[src/design/fct_pkg.sv]
package fct_pkg;

    // Result status codes
    localparam logic [1:0] ST_FETCH = 2'd0;
    localparam logic [1:0] ST_DATA  = 2'd1;
    localparam logic [1:0] ST_END   = 2'd2;
    localparam logic [1:0] ST_UNEXP = 2'd3;

    // FAT entry width codes (code 3 behaves as FAT32)
    localparam logic [1:0] FAT12 = 2'd0;
    localparam logic [1:0] FAT16 = 2'd1;
    localparam logic [1:0] FAT32 = 2'd2;

    // Configuration register indexes
    localparam logic [2:0] CFG_FAT_KIND   = 3'd0;
    localparam logic [2:0] CFG_RESERVED   = 3'd1;
    localparam logic [2:0] CFG_SHIFT      = 3'd2;
    localparam logic [2:0] CFG_DATA_START = 3'd3;
    localparam logic [2:0] CFG_ROOT_START = 3'd4;
    localparam logic [2:0] CFG_ROOT_COUNT = 3'd5;

    // End-of-chain thresholds
    localparam logic [11:0] FAT12_EOC = 12'hff8;
    localparam logic [15:0] FAT16_EOC = 16'hfff8;
    localparam logic [27:0] FAT32_EOC = 28'hffffff8;

    localparam int SECTOR_BITS = 9;

    typedef struct packed {
        logic [1:0]  fat_kind;
        logic [15:0] reserved_sectors;
        logic [2:0]  cluster_shift;
        logic [31:0] data_start_sector;
        logic [31:0] root_start_sector;
        logic [12:0] root_sector_count;
    } cfg_t;

    typedef struct packed {
        logic [27:0] current_cluster;
        logic [22:0] hops_left;
        logic [6:0]  sector_within_cluster;
        logic        awaiting_word;
    } walk_t;

    typedef struct packed {
        logic [1:0]  status;
        logic [31:0] sector_number;
        logic [8:0]  byte_in_sector;
    } result_t;

endpackage

[src/design/fct_step.sv]
module fct_step
(
    input  logic               mode,
    input  logic [27:0]        start_cluster,
    input  logic               in_root,
    input  logic [31:0]        byte_offset_in_file,
    input  logic [31:0]        fat_word,
    input  fct_pkg::cfg_t      cfg,
    input  fct_pkg::walk_t     walk,
    output fct_pkg::walk_t     walk_next,
    output fct_pkg::result_t   result
);

    logic [22:0] start_hops;
    logic [6:0]  start_swc;
    logic [11:0] v12;
    logic [27:0] decoded;
    logic [27:0] cur;
    logic [22:0] hops;
    logic [6:0]  swc;
    logic [29:0] fat_off;
    logic [31:0] fetch_sector;
    logic [31:0] data_sector;
    logic        root_past_end;

    // Split the offset into whole clusters and the sector inside one
    assign start_hops = byte_offset_in_file[31:9] >> cfg.cluster_shift;
    assign start_swc  = byte_offset_in_file[15:9] & ~(7'(7'h7f << cfg.cluster_shift));

    // Decode the FAT entry; end markers fold into zero
    always_comb
    begin
        v12 = walk.current_cluster[0] ? fat_word[15:4] : fat_word[11:0];
        case (cfg.fat_kind)
            fct_pkg::FAT12:
                decoded = (v12 >= fct_pkg::FAT12_EOC) ? 28'd0 : 28'(v12);
            fct_pkg::FAT16:
                decoded = (fat_word[15:0] >= fct_pkg::FAT16_EOC) ? 28'd0
                        : 28'(fat_word[15:0]);
            default:
                decoded = (fat_word[27:0] >= fct_pkg::FAT32_EOC) ? 28'd0
                        : fat_word[27:0];
        endcase
    end

    // Cluster state after this item
    assign cur  = mode ? decoded : start_cluster;
    assign hops = mode ? (walk.hops_left - 23'd1) : start_hops;
    assign swc  = mode ? walk.sector_within_cluster : start_swc;

    // FAT byte offset of the entry for cur
    always_comb
    begin
        case (cfg.fat_kind)
            fct_pkg::FAT12: fat_off = 30'(cur) + 30'(cur >> 1);
            fct_pkg::FAT16: fat_off = {1'b0, cur, 1'b0};
            default:        fat_off = {cur, 2'b00};
        endcase
    end

    assign fetch_sector = 32'(cfg.reserved_sectors) + 32'(fat_off[29:fct_pkg::SECTOR_BITS]);
    assign data_sector  = ((32'(cur) - 32'd2) << cfg.cluster_shift)
                        + cfg.data_start_sector + 32'(swc);
    assign root_past_end = byte_offset_in_file >= 32'({cfg.root_sector_count, 9'd0});

    // Result and next state
    always_comb
    begin
        walk_next = walk;
        result    = '0;
        if (!mode && in_root)
        begin
            walk_next.awaiting_word = 1'b0;
            if (root_past_end)
                result.status = fct_pkg::ST_END;
            else
            begin
                result.status        = fct_pkg::ST_DATA;
                result.sector_number = cfg.root_start_sector
                                     + 32'(byte_offset_in_file[31:9]);
            end
        end
        else if (mode && !walk.awaiting_word)
        begin
            result.status = fct_pkg::ST_UNEXP;
        end
        else
        begin
            walk_next.current_cluster       = cur;
            walk_next.hops_left             = hops;
            walk_next.sector_within_cluster = swc;
            walk_next.awaiting_word         = 1'b0;
            if (cur == 28'd0)
                result.status = fct_pkg::ST_END;
            else if (hops == 23'd0)
            begin
                result.status        = fct_pkg::ST_DATA;
                result.sector_number = data_sector;
            end
            else
            begin
                walk_next.awaiting_word = 1'b1;
                result.status           = fct_pkg::ST_FETCH;
                result.sector_number    = fetch_sector;
                result.byte_in_sector   = fat_off[8:0];
            end
        end
    end

endmodule

[src/design/fat_cluster_chain_translator_top.sv]
// FAT cluster chain translator. Start items (mode 0) turn a file byte offset
// into a sector: the fixed root directory answers at once, other files either
// answer at once or ask for a FAT fetch (status 0, sector and byte of the
// entry). Each FAT word item (mode 1) answers the last fetch and yields the
// next fetch, the data sector, or an end status; with no fetch pending it
// gives the unexpected status. Every item gives exactly one result; one item
// is taken per clock while in_stall is low. Results enter a two-entry buffer:
// the result register, or the skid register while the output stalls. in_stall
// rises only when that skid register is occupied. Configuration writes take
// effect at once and must be made only while no item is in flight.
module fat_cluster_chain_translator_top
(
    input  logic        clk,
    input  logic        rst_n,
    // configuration
    input  logic        cfg_write,
    input  logic [2:0]  cfg_index,
    input  logic [31:0] cfg_data,
    // input channel
    input  logic        in_valid,
    output logic        in_stall,
    input  logic        mode,
    input  logic [27:0] start_cluster,
    input  logic        in_root,
    input  logic [31:0] byte_offset_in_file,
    input  logic [31:0] fat_word,
    // output channel
    output logic        out_valid,
    input  logic        out_stall,
    output logic [1:0]  status,
    output logic [31:0] sector_number,
    output logic [8:0]  byte_in_sector
);

    fct_pkg::cfg_t    cfg_reg;
    fct_pkg::walk_t   walk_reg;
    fct_pkg::walk_t   walk_next;
    fct_pkg::result_t new_result;
    fct_pkg::result_t out_reg;
    fct_pkg::result_t skid_reg;
    logic             out_valid_reg;
    logic             skid_valid_reg;
    logic             accept;
    logic             take;

    assign in_stall = skid_valid_reg;
    assign accept   = in_valid && !skid_valid_reg;
    assign take     = out_valid_reg && !out_stall;

    // Configuration registers
    always_ff @(posedge clk or negedge rst_n)
    begin
        if (!rst_n)
        begin
            cfg_reg.fat_kind          <= fct_pkg::FAT16;
            cfg_reg.reserved_sectors  <= 16'd1;
            cfg_reg.cluster_shift     <= 3'd0;
            cfg_reg.data_start_sector <= 32'd0;
            cfg_reg.root_start_sector <= 32'd0;
            cfg_reg.root_sector_count <= 13'd0;
        end
        else if (cfg_write)
        begin
            unique case (cfg_index)
                fct_pkg::CFG_FAT_KIND:   cfg_reg.fat_kind          <= cfg_data[1:0];
                fct_pkg::CFG_RESERVED:   cfg_reg.reserved_sectors  <= cfg_data[15:0];
                fct_pkg::CFG_SHIFT:      cfg_reg.cluster_shift     <= cfg_data[2:0];
                fct_pkg::CFG_DATA_START: cfg_reg.data_start_sector <= cfg_data;
                fct_pkg::CFG_ROOT_START: cfg_reg.root_start_sector <= cfg_data;
                fct_pkg::CFG_ROOT_COUNT: cfg_reg.root_sector_count <= cfg_data[12:0];
                default: ;
            endcase
        end
    end

    fct_step u_step
    (
        .mode                (mode),
        .start_cluster       (start_cluster),
        .in_root             (in_root),
        .byte_offset_in_file (byte_offset_in_file),
        .fat_word            (fat_word),
        .cfg                 (cfg_reg),
        .walk                (walk_reg),
        .walk_next           (walk_next),
        .result              (new_result)
    );

    // Walk state
    always_ff @(posedge clk or negedge rst_n)
    begin
        if (!rst_n)
            walk_reg <= '0;
        else if (accept)
            walk_reg <= walk_next;
    end

    // Output register and skid register
    always_ff @(posedge clk or negedge rst_n)
    begin
        if (!rst_n)
        begin
            out_valid_reg  <= 1'b0;
            skid_valid_reg <= 1'b0;
        end
        else if (!out_valid_reg || take)
        begin
            if (skid_valid_reg)
            begin
                out_valid_reg  <= 1'b1;
                skid_valid_reg <= 1'b0;
            end
            else
                out_valid_reg <= accept;
        end
        else if (accept)
            skid_valid_reg <= 1'b1;
    end

    always_ff @(posedge clk)
    begin
        if (!out_valid_reg || take)
        begin
            if (skid_valid_reg)
                out_reg <= skid_reg;
            else if (accept)
                out_reg <= new_result;
        end
        else if (accept)
            skid_reg <= new_result;
    end

    assign out_valid      = out_valid_reg;
    assign status         = out_reg.status;
    assign sector_number  = out_reg.sector_number;
    assign byte_in_sector = out_reg.byte_in_sector;

    // Checks
    a_skid_implies_out: assert property (@(posedge clk) disable iff (!rst_n)
        skid_valid_reg |-> out_valid_reg)
        else $error("skid entry held with empty output register");

    a_fetch_arms_wait: assert property (@(posedge clk) disable iff (!rst_n)
        (accept && new_result.status == fct_pkg::ST_FETCH) |=> walk_reg.awaiting_word)
        else $error("fetch issued without waiting for a FAT word");

    a_other_clears_wait: assert property (@(posedge clk) disable iff (!rst_n)
        (accept && new_result.status != fct_pkg::ST_FETCH) |=> !walk_reg.awaiting_word)
        else $error("still waiting for a FAT word after a non-fetch result");

endmodule

[config.mk]
export PLATFORM = sky130hd
export DESIGN_NAME = fat_cluster_chain_translator_top
export DESIGN_NICKNAME = d
export VERILOG_FILES = /design/src/design/fct_pkg.sv /design/src/design/fct_step.sv /design/src/design/fat_cluster_chain_translator_top.sv
export SDC_FILE = /design/constraint.sdc
export NUM_CORES = 1
export LEC_CHECK = 0
export ABC_AREA = 1
export ABC_CLOCK_PERIOD_IN_PS = 10650
export BUFFER_PORTS_ARGS = -buffer_cell sky130_fd_sc_hd__buf_2
export CAP_MARGIN = 0
export CORE_MARGIN = 2
export CORE_UTILIZATION = 30
export CTS_BUF_LIST = sky130_fd_sc_hd__clkbuf_16
export CTS_CLUSTER_SIZE = 12
export DETAILED_ROUTE_END_ITERATION = 16
export PLACE_DENSITY = 0.51
export SETUP_SLACK_MARGIN = 0.3
export SLEW_MARGIN = 20
export SYNTH_ARGS = -nofsm -noshare
export SYNTH_HDL_FRONTEND = slang
export SYNTH_SLANG_ARGS = --single-unit
[constraint.sdc]
create_clock -name clk -period 10.65 [get_ports clk]
set_input_delay 1.5975 -clock clk [delete_from_list [all_inputs] [get_ports clk]]
set_output_delay 1.5975 -clock clk [all_outputs]
set_load 0.05 [all_outputs]
# [After elaboration in Yosys (flattened, before gate mapping)]
# Cells that the tools add are included.
[word_totals] in_bits=134 word_cells=98 regBits=218 output_inout_bits=45
[op_classes] n_reduce_logical=26 magnitude_cmp=4 n_eq_ne=7 addsub=7 shift=3 muxes=28 bitwise_logic=5
[op_table] op="two-way mux 43 bit" n=2
[op_table] op="two-way mux 41 bit" n=2
[op_table] op="case mux 30 bit (2 select lines)" n=1
[op_table] op="two-way mux 28 bit" n=2
[op_table] op="case mux 28 bit (2 select lines)" n=1
[op_table] op="two-way mux 34 bit" n=1
[op_table] op="two-way mux 33 bit" n=1
[op_table] op="adder 32 x 23 -> 32 bit" n=1
[op_table] op="adder 32 bit" n=1
[op_table] op="adder 32 x 7 -> 32 bit" n=1
[op_table] op=">= comparator 32 x 22 -> 1 bit" n=1
[op_table] op="two-way mux 32 bit" n=1
[op_table] op="<< shifter 32 x 3 -> 32 bit" n=1
[op_table] op="adder 28 x 27 -> 29 bit" n=1
[op_table] op="subtractor 28 x 2 -> 29 bit, second input constant" n=1
[op_table] op=">= comparator 28 bit, second input constant" n=1
[op_table] op="zero test 28 bit" n=1
[op_table] op="two-way mux 12 bit" n=2
[op_table] op="zero test 23 bit" n=1
[op_table] op="two-way mux 23 bit" n=1
[op_table] op=">> shifter 23 x 3 -> 23 bit" n=1
[op_table] op="subtractor 23 x 1 -> 23 bit, second input constant" n=1
[op_table] op="adder 16 x 21 -> 22 bit" n=1
[op_table] op="two-way mux 9 bit" n=2
[op_table] op="other kinds (23)" n=51

# [Logic depth before layout (Yosys ltp)]
[depth] depth_word=15 depth_mapped=46 depth_no_buf=46

# [By module]
# Synthesis repeated with hierarchy kept, for this count alone.
[unflattened] hier_cells=3223 hier_area_um2=21832.2
[modules_own_cells] mod="fct_step" area_each_um2=12524.5 instances=1 cells_each=2298 seq_area_each_um2=0.0
[modules_own_cells] mod="fat_cluster_chain_translator_top" area_each_um2=9307.7 instances=1 cells_each=925 seq_area_each_um2=6563.8

# [Least setup slack after synthesis]
# Ideal clock, no wire load.
[synth_path] kind="input to register" from="input mode" to="register out_reg, in the netlist sector_number[26] (data pin)" setup_slack_ns=3.815 stages=35 arrival_ns=6.586 n_path_buf=3 setup_ns=0.249 required_time_ns=10.401 path_cell_list="inv_1 clkbuf_1 clkbuf_1 buf_1 nand2_1 nand2_1 inv_1 ha_1 nand3_1 nand2_1 xor2_1 or2_2 nand3_1 a31oi_1 fa_1 inv_1 ha_1 inv_1 nor3_1 nand2_1 o211ai_1 a21boi_0 o21ai_0 nand2_1 nand2_1 nand2_1 nand2_1 nand2_1 nand2_1 a31oi_1 or2_2 nand3_2 nand3_1 nand2_1 inv_1"
[synth_between] elab_chain_len=11 elab_cells_between_ends=18 cone_classes="add/sub (3); shift (1); mux (9); reduce/logical (5)"
[synth_lines] item="start: declaration" line_no="fat_cluster_chain_translator_top.sv:22" source="input logic mode,"
[synth_lines] item="two-way mux 28 bit" line_no="fct_step.sv:47" source="assign cur = mode ? decoded : start_cluster;"
[synth_lines] item="subtractor 28 x 2 -> 29 bit" line_no="fct_step.sv:62" source="assign data_sector = ((32'(cur) - 32'd2) << cfg.cluster_shift)"
[synth_lines] item="<< shifter 32 x 3 -> 32 bit" line_no="fct_step.sv:62"
[synth_lines] item="adder 32 bit" line_no="fct_step.sv:63" source="+ cfg.data_start_sector + 32'(swc);"
[synth_lines] item="adder 32 x 7 -> 32 bit" line_no="fct_step.sv:63"
[synth_lines] item="two-way mux 33 bit" line_no="fct_step.sv:95" source="else if (hops == 23'd0)"
[synth_lines] item="two-way mux 41 bit" line_no="fct_step.sv:93" source="if (cur == 28'd0)"
[synth_lines] item="two-way mux 41 bit" line_no="fct_step.sv:83" source="else if (mode && !walk.awaiting_word)"
[synth_lines] item="two-way mux 34 bit *" line_no="fct_step.sv:71" source="if (!mode && in_root)"
[synth_lines] item="two-way mux 43 bit *" line_no="fat_cluster_chain_translator_top.sv:126" source="else if (accept)"
[synth_lines] item="two-way mux 43 bit *" line_no="fat_cluster_chain_translator_top.sv:124" source="if (skid_valid_reg)"
[synth_lines] item="end signal: assignment" line_no="fat_cluster_chain_translator_top.sv:125" source="out_reg <= skid_reg;"
[synth_lines] item="end signal: assignment" line_no="fat_cluster_chain_translator_top.sv:127" source="out_reg <= new_result;"
[synth_lines] item="end: declaration" line_no="fat_cluster_chain_translator_top.sv:39" source="fct_pkg::result_t out_reg;"
# Mark *: on every way between the ends. The rest lies on a longest branch, timed or not. The select of a mux whose other input is x is not followed.
# A chain may end at the register's enable or synchronous reset.

==> metrics.csv <==
stage;metric;value;unit
status;status;completed;
drt;DR WL/cell;17.50;um
cts;Post-CTS Setup Inserts;0;
worst_setup_path;Setup CP Type;input port to flop;
sta;minimum clock period;7963;ps
yosys;Avg Inst Size Synth;6.870;um^2
cells_and_area;final core utilization;0.3460;
worst_setup_path;CP max stage delay;430;ps
worst_setup_path;Worst EP required;10960;ps
drt;DRT Pass-1 Iters;5;
yosys;flops & latches, synth;218;
sta;max_slew headroom;0.3002;
cts;htree depth;1;
cts;maximum clock path buffer count;3;
cts;CTS sink cnt;218;
run;Max-cap violations;0;
yosys;Post-Syn Area;0.01968;mm^2
sta;unrepaired setup endpoints after global routing;false;
global_routing;largest net degree at the start of global routing;69;
global_routing;GRT overflow;0;
drt;Antenna Nets Post-Route;0;
cts;Post-CTS Resized;0;
drt;initial DRC count;1323;
worst_setup_path;Reg2Reg Setup Slack;2970;ps
yosys;Synth top area share;0.1653;
cts;Hold-fix buffers, CTS;0;
worst_setup_path;cell mode on critical path;nand2_1;
yosys;yosys warns;0;
cts;CTS Root Cell;clkbuf_16;
drt;drt drc;0;
power_and_ir_drop;Pleak;11.06;nW
worst_setup_path;Data arrival, critical path;8270;ps
sta;setup TNS;0;ps
die;chip width;260.1;um
cells_and_area;max reg flops;98;
worst_setup_path;CP startpoint kind;input port;
cts;Clock Latency Late Sink;560;ps
cells_and_area;cell area after layout;0.02239;mm^2
cts;TritonCTS buffer count;26;
die;# IOs;179;
hold_path;Tightest Hold Check Type;flop to flop;
global_routing;first-pass GRT wire length;105500;um
cts;TritonCTS clock tree;done;
place;Placed Instance Area;0.02148;mm^2
global_routing;vias in the first global route;18579;
sta;Tightest Pin Transition;1040;ps
die;DIE HEIGHT;260.1;um
yosys;EDFF count, synth;86;
yosys;Mapped Nets;3192;
worst_setup_path;Worst Path Max Fanout;12;
yosys;ranking of synthesized cells by area;dfrtp_1, nand2_1, edfxtp_1, ha_1, o21ai_0;
yosys;post-synth top area cell;dfrtp_1;
worst_setup_path;slowest CP cell;fa_1;
die;die area;0.06767;mm^2
yosys;Netlist cell types;58;
power_and_ir_drop;Power Dens Cells;202.9;mW/mm^2
place;PortBufs;174;
cells_and_area;share of post-route cells with drive strength above 1;0.1023;
cts;clk slew on worst S/H paths;60;ps
yosys;Syn Inst Count;2865;
worst_setup_path;critical path endpoint category;flop;
global_routing;Global Route Usage Sum;0.1988;
yosys;sequential area share after synthesis;0.2992;
sta;Period Utilization, post-route;0.7477;
die;starting density of the core;0.3042;
sta;Final Slew Violations;0;
place;Placer Congestion;0.9088;
drt;final WL;67830;um
sta;Fin Clk Skew;16.61;ps
drt;vias per inst;4.952;
sta;setup violators final;0;
sta;Highest Clock Rate;125.6;MHz
yosys;Synth top cells by count;nand2_1, inv_1, o21ai_0;
yosys;Most used DFF post-synth;dfrtp_1;
place;HPWL after detailed placement;54400;um
cells_and_area;nets;3327;
sta;Hold Fails Final Rpt;0;
die;Site Rows;93;
cells_and_area;area grow syn2layout;13.73;%
global_routing;initial antenna violation count;1;
power_and_ir_drop;Max VDD drop;0.0001092;V
die;area of the core;0.06470;mm^2
yosys;most common cell in the netlist;nand2_1;
drt;Vias;19199;
yosys;Post-synth ARST share;0.6055;
cell type report:
class	count	area, um^2
Sequential cell	218	5889
Tap cell	855	1070
Fill cell	7130	42310
Clock buffer	26	650.6
Clock inverter	22	241.5
Timing Repair Buffer	202	1087
Antenna cell	2	5.005
Inverter	354	1329
Multi-Input combinational cell	2198	12110
path summary, 6_finish.rpt:
path,start,to,cells after the start
worst max-delay path,fat_word[5],sector_number[20],45
worst min-delay path,cfg_reg[4],cfg_reg[4],2
worst max register to register,walk_reg[31],sector_number[20],41
worst min register to register,cfg_reg[4],cfg_reg[4],2
max in group asynchronous,rst_n,cfg_reg[60],2
min in group asynchronous,rst_n,cfg_reg[79],1
power breakdown:
part | internal, mW | leakage (nW) | switching, mW
combinational | 0.797 | 8.12 | 1.62
clock | 0.565 | 0.453 | 0.380
sequential | 1.06 | 2.49 | 0.115
critical path: cells and delay by family:
family,cells,cell delay [ps]
simple gates,28,3050
compound gates,9,1990
fa+ha+maj,3,1070
buf+inv,5,560
metal layers:
metal,vias up,part of all wire,global-route usage
li1,9871,-,-
met1,8856,0.46,0.2679
met2,391,0.47,0.3382
met3,81,0.040,0.01823
met4,0,0.026,0.05667
met5,-,0,0
through the flow:
| step | hold WS [ps] | power, mW | cells | setup slack [ps] |
|---|---|---|---|---|
| 3_5_place_dp | 472.9 | 3.595 | 3827 | 2127 |
| 6_report | 481.3 | 4.542 | 3877 | 2687 |
| 5_1_grt | 500.5 | 4.941 | 3876 | 1913 |
| 3_3_place_gp | 467.2 | 3.597 | 3827 | 2157 |
| 2_1_floorplan | 453.0 | 2.912 | 2865 | 3815 |
| 4_1_cts | 487.6 | 4.564 | 3875 | 2737 |
layout by cell type, fill, tap and decap left out, types with 30 or more instances in the layout:
cell type / n
a21oi_1: 208
dfrtp_1: 129
or2_2: 30
inv_1: 353
xor2_1: 38
nor3_1: 37
nand2_1: 798
buf_2: 173
ha_1: 182
edfxtp_1: 86
nand3_1: 225
nor2_1: 159
o22ai_1: 31
o21ai_0: 279
kinds of logic after synthesis:
group                    synth area share
buffers and inverters             0.08728
XOR/XNOR                          0.02492
multiplexers                    0.0005721
AND/OR/NAND/NOR                    0.2815
flip-flops                         0.2992
AO/OA/AOI/OAI                      0.1797
adder cells (fa/ha/maj)            0.1269
Note: power is estimated with default switching activity, not from simulation.
